File: config.mk
export PLATFORM = sky130hd
export DESIGN_NAME = timer_event_table
export DESIGN_NICKNAME = d
export VERILOG_FILES = /design/src/hdl/tet_pkg.sv /design/src/hdl/tet_cell.sv /design/src/hdl/timer_event_table.sv
export VERILOG_INCLUDE_DIRS = /design/src /design/src/hdl
export SDC_FILE = /design/constraint.sdc
export NUM_CORES = 1
export LEC_CHECK = 0
export BUFFER_PORTS_ARGS = -buffer_cell sky130_fd_sc_hd__buf_2
export CAP_MARGIN = 10
export CORE_MARGIN = 2
export CORE_UTILIZATION = 48
export DETAILED_ROUTE_END_ITERATION = 7
export PLACE_DENSITY = 0.61
export SLEW_MARGIN = 30
export SYNTH_ARGS = -nofsm -noshare
export SYNTH_HDL_FRONTEND = slang
export SYNTH_SLANG_ARGS = --single-unit
export TNS_END_PERCENT = 5
File: constraint.sdc
create_clock -name clock -period 142.4 [get_ports clock]
set_clock_uncertainty 0.2 [all_clocks]
set_input_delay 7.12 -clock clock [delete_from_list [all_inputs] [get_ports clock]]
set_output_delay 7.12 -clock clock [all_outputs]
set_load 0.01 [all_outputs]
File: src/hdl/timer_event_table_macros.svh
// assertion macros for the timer event table
`ifndef TIMER_EVENT_TABLE_MACROS_SVH
`define TIMER_EVENT_TABLE_MACROS_SVH
`ifndef SYNTHESIS
`define TET_ASSERT(lbl, clk, rst, prop) \
   lbl: assert property (@(posedge clk) disable iff (rst) prop) else $error("tet check failed");
`define TET_NEVER(lbl, clk, rst, cond) \
   lbl: assert property (@(posedge clk) disable iff (rst) !(cond)) else $error("tet check failed");
`else
`define TET_ASSERT(lbl, clk, rst, prop)
`define TET_NEVER(lbl, clk, rst, cond)
`endif
`endif

File: src/hdl/tet_pkg.sv
// shared types and constants of the timer event table
package tet_pkg;
   localparam int MAX_EVENTS_DEF = 16;

   typedef enum logic [1:0] {
      OP_TICK   = 2'd0,
      OP_ADD    = 2'd1,
      OP_REMOVE = 2'd2,
      OP_NONE   = 2'd3
   } op_type;

   localparam logic [1:0] KIND_FIRED  = 2'd0;
   localparam logic [1:0] KIND_TICK   = 2'd1;
   localparam logic [1:0] KIND_ADD    = 2'd2;
   localparam logic [1:0] KIND_REMOVE = 2'd3;

   typedef struct packed {
      logic        active;
      logic        rep;
      logic [31:0] due;
      logic [31:0] ivl;
      logic [31:0] id;
      logic [7:0]  tag;
   } slot_type;

   typedef struct packed {
      op_type      op;
      logic [31:0] now;
      logic [31:0] rid;
      logic        placed;
      slot_type    new_slot;
   } ctl_type;

   typedef struct packed {
      logic fire;
      logic place;
   } stat_type;
endpackage

File: src/hdl/tet_cell.sv
// one slot of the event ring, with the head processing
module tet_cell (
   input  logic              clock,
   input  logic              reset,
   input  logic              shift_en,
   input  logic              process_en,
   input  tet_pkg::ctl_type  ctl,
   input  tet_pkg::slot_type slot_in,
   output tet_pkg::slot_type slot_out,
   output tet_pkg::stat_type stat
);
   import tet_pkg::*;

   slot_type slot_ff;
   logic     hit;

   always_comb begin
      stat.fire  = process_en && (ctl.op == OP_TICK) && slot_ff.active &&
                   (slot_ff.due <= ctl.now);
      stat.place = process_en && (ctl.op == OP_ADD) && !ctl.placed && !slot_ff.active;
      hit        = process_en && (ctl.op == OP_REMOVE) && (slot_ff.id == ctl.rid);
      slot_out   = slot_ff;
      if (stat.fire) begin
         if (slot_ff.rep) begin
            slot_out.due = slot_ff.due + slot_ff.ivl;
         end else begin
            slot_out.active = 1'b0;
         end
      end
      if (stat.place) begin
         slot_out = ctl.new_slot;
      end
      if (hit) begin
         slot_out.active = 1'b0;
      end
   end

   always_ff @(posedge clock) begin
      if (reset) begin
         slot_ff.active <= 1'b0;
      end else if (shift_en) begin
         slot_ff <= slot_in;
      end
   end
endmodule

File: src/hdl/timer_event_table.sv
// top level of the timer event table: ring of slot cells and request sequencer
// a tick, add or remove scans every slot in ST_SCAN, then loads its last result in ST_FINISH
// a new request is taken only in ST_IDLE, after the last one has turned the full slot ring
// a fired event that meets a stalled result port holds the ring until the result register frees
// reset: synchronous, clears counters, active bits and handshake state
// slot payload is not reset; a remove may compare a free slot's stale id, which is harmless
module timer_event_table #(
   parameter int MAX_EVENTS = tet_pkg::MAX_EVENTS_DEF
) (
   input  logic        clock,
   input  logic        reset,
   input  logic        req_valid,
   output logic        req_ready,
   input  logic [1:0]  req_type,
   input  logic [31:0] req_due_tick,
   input  logic [31:0] req_interval,
   input  logic        req_repeat_req,
   input  logic [7:0]  req_handler_tag,
   input  logic [31:0] req_remove_id,
   output logic        rsp_valid,
   input  logic        rsp_ready,
   output logic [1:0]  rsp_kind,
   output logic [31:0] rsp_event_id,
   output logic [7:0]  rsp_fired_tag,
   output logic [31:0] rsp_tick_count,
   output logic        rsp_overflow,
   output logic        rsp_last
);
   import tet_pkg::*;
`include "timer_event_table_macros.svh"

   localparam int CW = $clog2(MAX_EVENTS + 1);
   localparam logic [CW-1:0] LAST_STEP = CW'(MAX_EVENTS - 1);

   typedef enum logic [1:0] {ST_IDLE, ST_SCAN, ST_FINISH} state_type;

   state_type   state_ff, state_in;
   logic [CW-1:0] cnt_ff, cnt_in;
   logic [31:0] tick_counter_ff, tick_counter_in;
   logic [31:0] id_counter_ff, id_counter_in;
   logic        placed_ff, placed_in;
   op_type      op_ff;
   logic [31:0] due_ff, ivl_ff, rid_ff;
   logic        rep_ff;
   logic [7:0]  tag_ff;

   // result register
   logic        rsp_valid_ff;
   logic [1:0]  kind_ff;
   logic [31:0] id_ff, cnt_out_ff;
   logic [7:0]  ftag_ff;
   logic        ovf_ff, last_ff;

   ctl_type     ctl;
   slot_type    proc_slot [MAX_EVENTS];
   stat_type    stat [MAX_EVENTS];
   logic        fire_any, place_any, shift_en, out_free, ovf;
   logic [31:0] next_tick;

   // cell 0 is the head: it handles the slot now passing it, the rest just rotate
   for (genvar i = 0; i < MAX_EVENTS; i++) begin : g_cell
      localparam int NXT = (i + 1) % MAX_EVENTS;
      tet_cell u_cell (
         .clock      (clock),
         .reset      (reset),
         .shift_en   (shift_en),
         .process_en (i == 0),
         .ctl        (ctl),
         .slot_in    (proc_slot[NXT]),
         .slot_out   (proc_slot[i]),
         .stat       (stat[i])
      );
   end

   always_comb begin
      fire_any  = 1'b0;
      place_any = 1'b0;
      for (int i = 0; i < MAX_EVENTS; i++) begin
         fire_any  = fire_any | stat[i].fire;
         place_any = place_any | stat[i].place;
      end
   end

   assign ovf       = (tick_counter_ff == 32'hFFFF_FFFF);
   assign next_tick = ovf ? tick_counter_ff : tick_counter_ff + 32'd1;
   assign out_free  = !rsp_valid_ff || rsp_ready;
   // ring holds while a fired event waits for room in the result register
   assign shift_en  = (state_ff == ST_SCAN) && (!fire_any || out_free);

   always_comb begin
      ctl.op       = op_ff;
      ctl.now      = tick_counter_ff;
      ctl.rid      = rid_ff;
      ctl.placed   = placed_ff;
      ctl.new_slot = '{active: 1'b1, rep: rep_ff, due: due_ff, ivl: ivl_ff,
                       id: id_counter_ff, tag: tag_ff};
   end

   assign req_ready = (state_ff == ST_IDLE);

   always_comb begin
      state_in        = state_ff;
      cnt_in          = cnt_ff;
      tick_counter_in = tick_counter_ff;
      id_counter_in   = id_counter_ff;
      placed_in       = placed_ff;
      unique case (state_ff)
         ST_IDLE: begin
            if (req_valid && (op_type'(req_type) != OP_NONE)) begin
               state_in  = ST_SCAN;
               cnt_in    = '0;
               placed_in = 1'b0;
               if (op_type'(req_type) == OP_ADD) begin
                  id_counter_in = id_counter_ff + 32'd1;
               end
            end
         end
         ST_SCAN: begin
            if (shift_en) begin
               if (place_any) begin
                  placed_in = 1'b1;
               end
               if (cnt_ff == LAST_STEP) begin
                  state_in = ST_FINISH;
                  cnt_in   = '0;
               end else begin
                  cnt_in = cnt_ff + CW'(1);
               end
            end
         end
         ST_FINISH: begin
            if (out_free) begin
               state_in = ST_IDLE;
               if (op_ff == OP_TICK) begin
                  tick_counter_in = next_tick;
               end
            end
         end
         default: state_in = ST_IDLE;
      endcase
   end

   always_ff @(posedge clock) begin
      if (reset) begin
         state_ff        <= ST_IDLE;
         cnt_ff          <= '0;
         tick_counter_ff <= '0;
         id_counter_ff   <= '0;
         placed_ff       <= 1'b0;
         rsp_valid_ff    <= 1'b0;
      end else begin
         state_ff        <= state_in;
         cnt_ff          <= cnt_in;
         tick_counter_ff <= tick_counter_in;
         id_counter_ff   <= id_counter_in;
         placed_ff       <= placed_in;
         if (shift_en && fire_any) begin
            rsp_valid_ff <= 1'b1;
         end else if ((state_ff == ST_FINISH) && out_free) begin
            rsp_valid_ff <= 1'b1;
         end else if (rsp_ready) begin
            rsp_valid_ff <= 1'b0;
         end
      end
   end

   // head slot fields after its update; id and tag never change on a fire
   function automatic logic [31:0] proc_id_head();
      return proc_slot[0].id;
   endfunction

   function automatic logic [7:0] head_tag();
      return proc_slot[0].tag;
   endfunction

   // request capture and result payload
   always_ff @(posedge clock) begin
      if (req_valid && req_ready) begin
         op_ff  <= op_type'(req_type);
         due_ff <= req_due_tick;
         ivl_ff <= req_interval;
         rep_ff <= req_repeat_req;
         tag_ff <= req_handler_tag;
         rid_ff <= req_remove_id;
      end
      if (shift_en && fire_any) begin
         kind_ff    <= KIND_FIRED;
         id_ff      <= proc_id_head();
         ftag_ff    <= head_tag();
         cnt_out_ff <= next_tick;
         ovf_ff     <= 1'b0;
         last_ff    <= 1'b0;
      end else if ((state_ff == ST_FINISH) && out_free) begin
         ftag_ff <= '0;
         last_ff <= 1'b1;
         unique case (op_ff)
            OP_TICK: begin
               kind_ff    <= KIND_TICK;
               id_ff      <= '0;
               cnt_out_ff <= next_tick;
               ovf_ff     <= ovf;
            end
            OP_ADD: begin
               kind_ff    <= KIND_ADD;
               id_ff      <= placed_ff ? id_counter_ff : 32'd0;
               cnt_out_ff <= tick_counter_ff;
               ovf_ff     <= 1'b0;
            end
            default: begin
               kind_ff    <= KIND_REMOVE;
               id_ff      <= '0;
               cnt_out_ff <= tick_counter_ff;
               ovf_ff     <= 1'b0;
            end
         endcase
      end
   end

   assign rsp_valid      = rsp_valid_ff;
   assign rsp_kind       = kind_ff;
   assign rsp_event_id   = id_ff;
   assign rsp_fired_tag  = ftag_ff;
   assign rsp_tick_count = cnt_out_ff;
   assign rsp_overflow   = ovf_ff;
   assign rsp_last       = last_ff;

   `TET_ASSERT(a_accept_scan, clock, reset, (req_valid && req_ready && (req_type != OP_NONE)) |=> (state_ff == ST_SCAN))
   `TET_NEVER(a_idle_cnt, clock, reset, (state_ff == ST_IDLE) && (cnt_ff != '0))
   `TET_ASSERT(a_scan_count_hold, clock, reset, (state_ff == ST_SCAN) |=> (tick_counter_ff == $past(tick_counter_ff)))
endmodule

==> results.sh <==
export IMPL_cts_resized=0
export IMPL_finalCritPeriodShare_pct=8.245
export IMPL_n_fill_cell=9978
export IMPL_slew_viol_final=0
export IMPL_die_w_um=371.9
export IMPL_max_freq_mhz=85.17
export IMPL_finalInstanceArea_mm2=0.07475
export IMPL_required_ns=142.61
export IMPL_synth_ff_latch_count=1952
export IMPL_io_pins=189
export IMPL_wirelength_um=108000
export IMPL_drc=0
export IMPL_gp_congestion=0.8003
export IMPL_synth_flop_cell="edfxtp_1"
export IMPL_vias=27900
export IMPL_hold_viol_final=0
export IMPL_cts_sinks=1952
export IMPL_postPlaceCellArea_mm2=0.06821
export IMPL_ff_latch_area_mm2=0.05769
export IMPL_status="finished, final reports clean"
export IMPL_hold_path_class="register to register"
export IMPL_setup_viol=0
export IMPL_synth_fp_nets=3389
export IMPL_crit_path_top_delay_cell="buf_4"
export IMPL_dr_first_iter_drc_count=2869
export IMPL_fin_tns_setup_ns=0
export IMPL_yosysMostFrequentCell="edfxtp_1"
export IMPL_clockBufferDepth=3
export IMPL_fin_nets=3742
export IMPL_cp_end_kind="register"
export IMPL_core_area_mm2=0.1340
export IMPL_core_rowCount=134
export IMPL_critPathKind="input pin to register"
export IMPL_ant_nets=0
export IMPL_synth_edf_count=1859
export IMPL_grtUsageTotal_pct=15.68
export IMPL_cts_hold_buffers=0
export IMPL_post_cts_buffers=0
export IMPL_initial_utilization_pct=48.49
export IMPL_first_pass_iters=5
export IMPL_cts_tree="yes"
export IMPL_wl_per_cell_um=19.67
export IMPL_multiInputGateArea_mm2=0.006882
export IMPL_hold_slack_ns=0.1921
export IMPL_yosys_warnings=0
export IMPL_areaGrowthSynthToFinish_pct=15.08
export IMPL_grt_overflow_total=0
export IMPL_htreeDepth=4
export IMPL_arrival_ns=11.95
export IMPL_crit_chain="buf_2 > nor2b_1 > a21oi_2 > buf_4 > nor2b_4 > buf_16 > buf_6 > buf_4 > buf_12 > buf_16 > buf_4"
export IMPL_avgSynthCellArea_um2=20.23
export IMPL_pre_cts_slack_ns=129.55
export IMPL_fin_ws_ns=130.66
export IMPL_layout_drive_gt1_share_pct=13.93
export IMPL_antenna_found_initial=4
export IMPL_p_leak_nw=24.68
export IMPL_portBuffers=188
export IMPL_maxCapViolCount=0
export IMPL_path_common_cell="buf_4"
export IMPL_netlist_area_leader_share_pct=85.94
export IMPL_ys_async_sr_fraction_pct=0
export IMPL_synth_area_leaders="edfxtp_1, dfxtp_1, nand2_1"
export IMPL_critPathMaxFanout=138
export IMPL_yosys_area_top_type="edfxtp_1"
export IMPL_clk_latency_ns=0.80
export IMPL_relSlewSlack_pct=38.26
export IMPL_vdd_drop_max_mv=0.01207
export IMPL_synth_area_mm2=0.06496
export IMPL_yosysSeqAreaShare_pct=88.80
export IMPL_vias_per_cell=5.082
export IMPL_grt_max_degree=208
export IMPL_worst_slew_pin_slew_ns=0.9261
export IMPL_grt_pass1_wl_um=162000
export IMPL_rsz0062_at_grt="no"
export IMPL_cp_slowest_stage_delay_ns=0.82
export IMPL_numCtsBuffers=190
export IMPL_finalPower_mw=1.200
export IMPL_first_global_vias=26950
export IMPL_cp_num_buf_inv=8
export IMPL_clk_pin_slew_worst_paths_ns=0.06
export IMPL_synthTopCellsByCount="edfxtp_1, nand2_1, nor2_1"
export IMPL_start_kind="input pin"
export IMPL_ys_types=64
export IMPL_fin_crit_ns=11.74
export IMPL_critPathTopFamily="buffers and inverters"
export IMPL_clock_root_buffer="clkbuf_16"
export IMPL_netlist_instances=3211
export IMPL_cellPowerDensity_mw_per_mm2=16.05
export IMPL_die_h_um=371.9
export IMPL_die_area_mm2=0.1383
export IMPL_place_hpwl_um=65300
## worst register-to-register path: stages (launching register included)
cell and delay, ns:
dfxtp_1 0.51, inv_1 0.13, ha_1 0.32, nand4_1 0.14, nor3_1 0.27, or3b_1 0.42, o2111a_1 0.35, a21oi_2 0.17
buf_4 0.33, nor2b_4 0.58, buf_16 0.25, buf_6 0.62, buf_4 0.87, buf_12 0.40, buf_16 0.56, buf_4 0.84
## stage by stage
stage | cells | util [%]
finish | 5489 | 55.80
detailed placement | 5136 | 50.92
CTS | 5482 | 55.70
floorplan | 3211 | -
global placement | 5135 | 50.88
global route | 5486 | 55.80
## registers in the layout (all words and copies together) (netlist names), 32 cells and up
register               flops
id_counter_ff             32
rid_ff                    32
ivl_ff                    32
rsp_tick_count            32
due_ff                    32
rsp_event_id              32
tick_counter_ff           32
g_cell.u_cell.slot_ff   1696
## metal layers
metal,GRT usage [%],routed length (µm)
met3,3.277,5767
met4,4.668,2324
met2,22.11,46770
met1,24.64,53120
met5,0,0
## placed cells by master (no fill, tap or decap), types with 10 or more instances in the layout
cell type,netlist,final
nand2_1,342,341
nand3_1,33,33
mux2i_1,20,20
o21ai_0,53,53
nor2_1,137,135
clkinv_1,0,46
xor2_1,41,41
a21o_1,10,10
bufinv_16,0,23
edfxtp_1,1859,1859
buf_2,13,187
clkinv_2,0,23
nor2b_1,13,12
a22o_1,32,32
nand4_1,27,27
a21oi_1,88,87
nor4_1,13,12
ha_1,66,66
buf_4,0,18
or3_1,18,17
xnor2_1,93,93
and3_1,16,16
clkbuf_16,0,194
nor3_1,19,18
dfxtp_1,93,93
a31oi_1,33,33
clkbuf_1,41,28
inv_1,51,51
## worst paths after layout
kind | depth (start not counted) | start | slack, ns | to
max | 11 | rsp_ready | 130.66 | g_cell[8].u_cell.slot_ff[97]
min reg2reg | 0 | g_cell[3].u_cell.slot_ff[55] | 0.19 | g_cell[2].u_cell.slot_ff[55]
min | 0 | g_cell[3].u_cell.slot_ff[55] | 0.19 | g_cell[2].u_cell.slot_ff[55]
max reg2reg | 15 | tick_counter_ff[27] | 135.01 | g_cell[8].u_cell.slot_ff[97]
## final cells by class
| cell class | instances | share of cell area (%) |
|---|---|---|
| sequential | 1952 | 77.17 |
| multi-input combinational | 1146 | 9.206 |
| clock buffer | 229 | 6.764 |
| tap | 1768 | 2.959 |
| timing repair buffer | 222 | 1.833 |
| clock inverter | 117 | 1.801 |
| inverter | 52 | 0.2611 |
| antenna | 3 | 0.01004 |
## logic make-up (layout without fill, tap and decap cells)
| family | Yosys count | after routing | share of synthesized area (%) |
|---|---|---|---|
| AND/OR/NAND/NOR | 662 | 662 | 4.553 |
| XOR/XNOR | 134 | 134 | 1.807 |
| buffers and inverters | 113 | 620 | 0.6895 |
| adder cells (fa/ha/maj) | 67 | 67 | 1.302 |
| other | 0 | 3 | 0 |
| flip-flops | 1952 | 1952 | 88.80 |
| AO/OA/AOI/OAI | 263 | 263 | 2.539 |
| multiplexers | 20 | 20 | 0.3082 |
## report_power, final
part | switching, mW | internal, mW
combinational | 0.0244 | 0.00792
clock | 0.209 | 0.296
sequential | 0.00794 | 0.654
total | 0.242 | 0.958
Note: power is estimated with default switching activity, not from simulation.
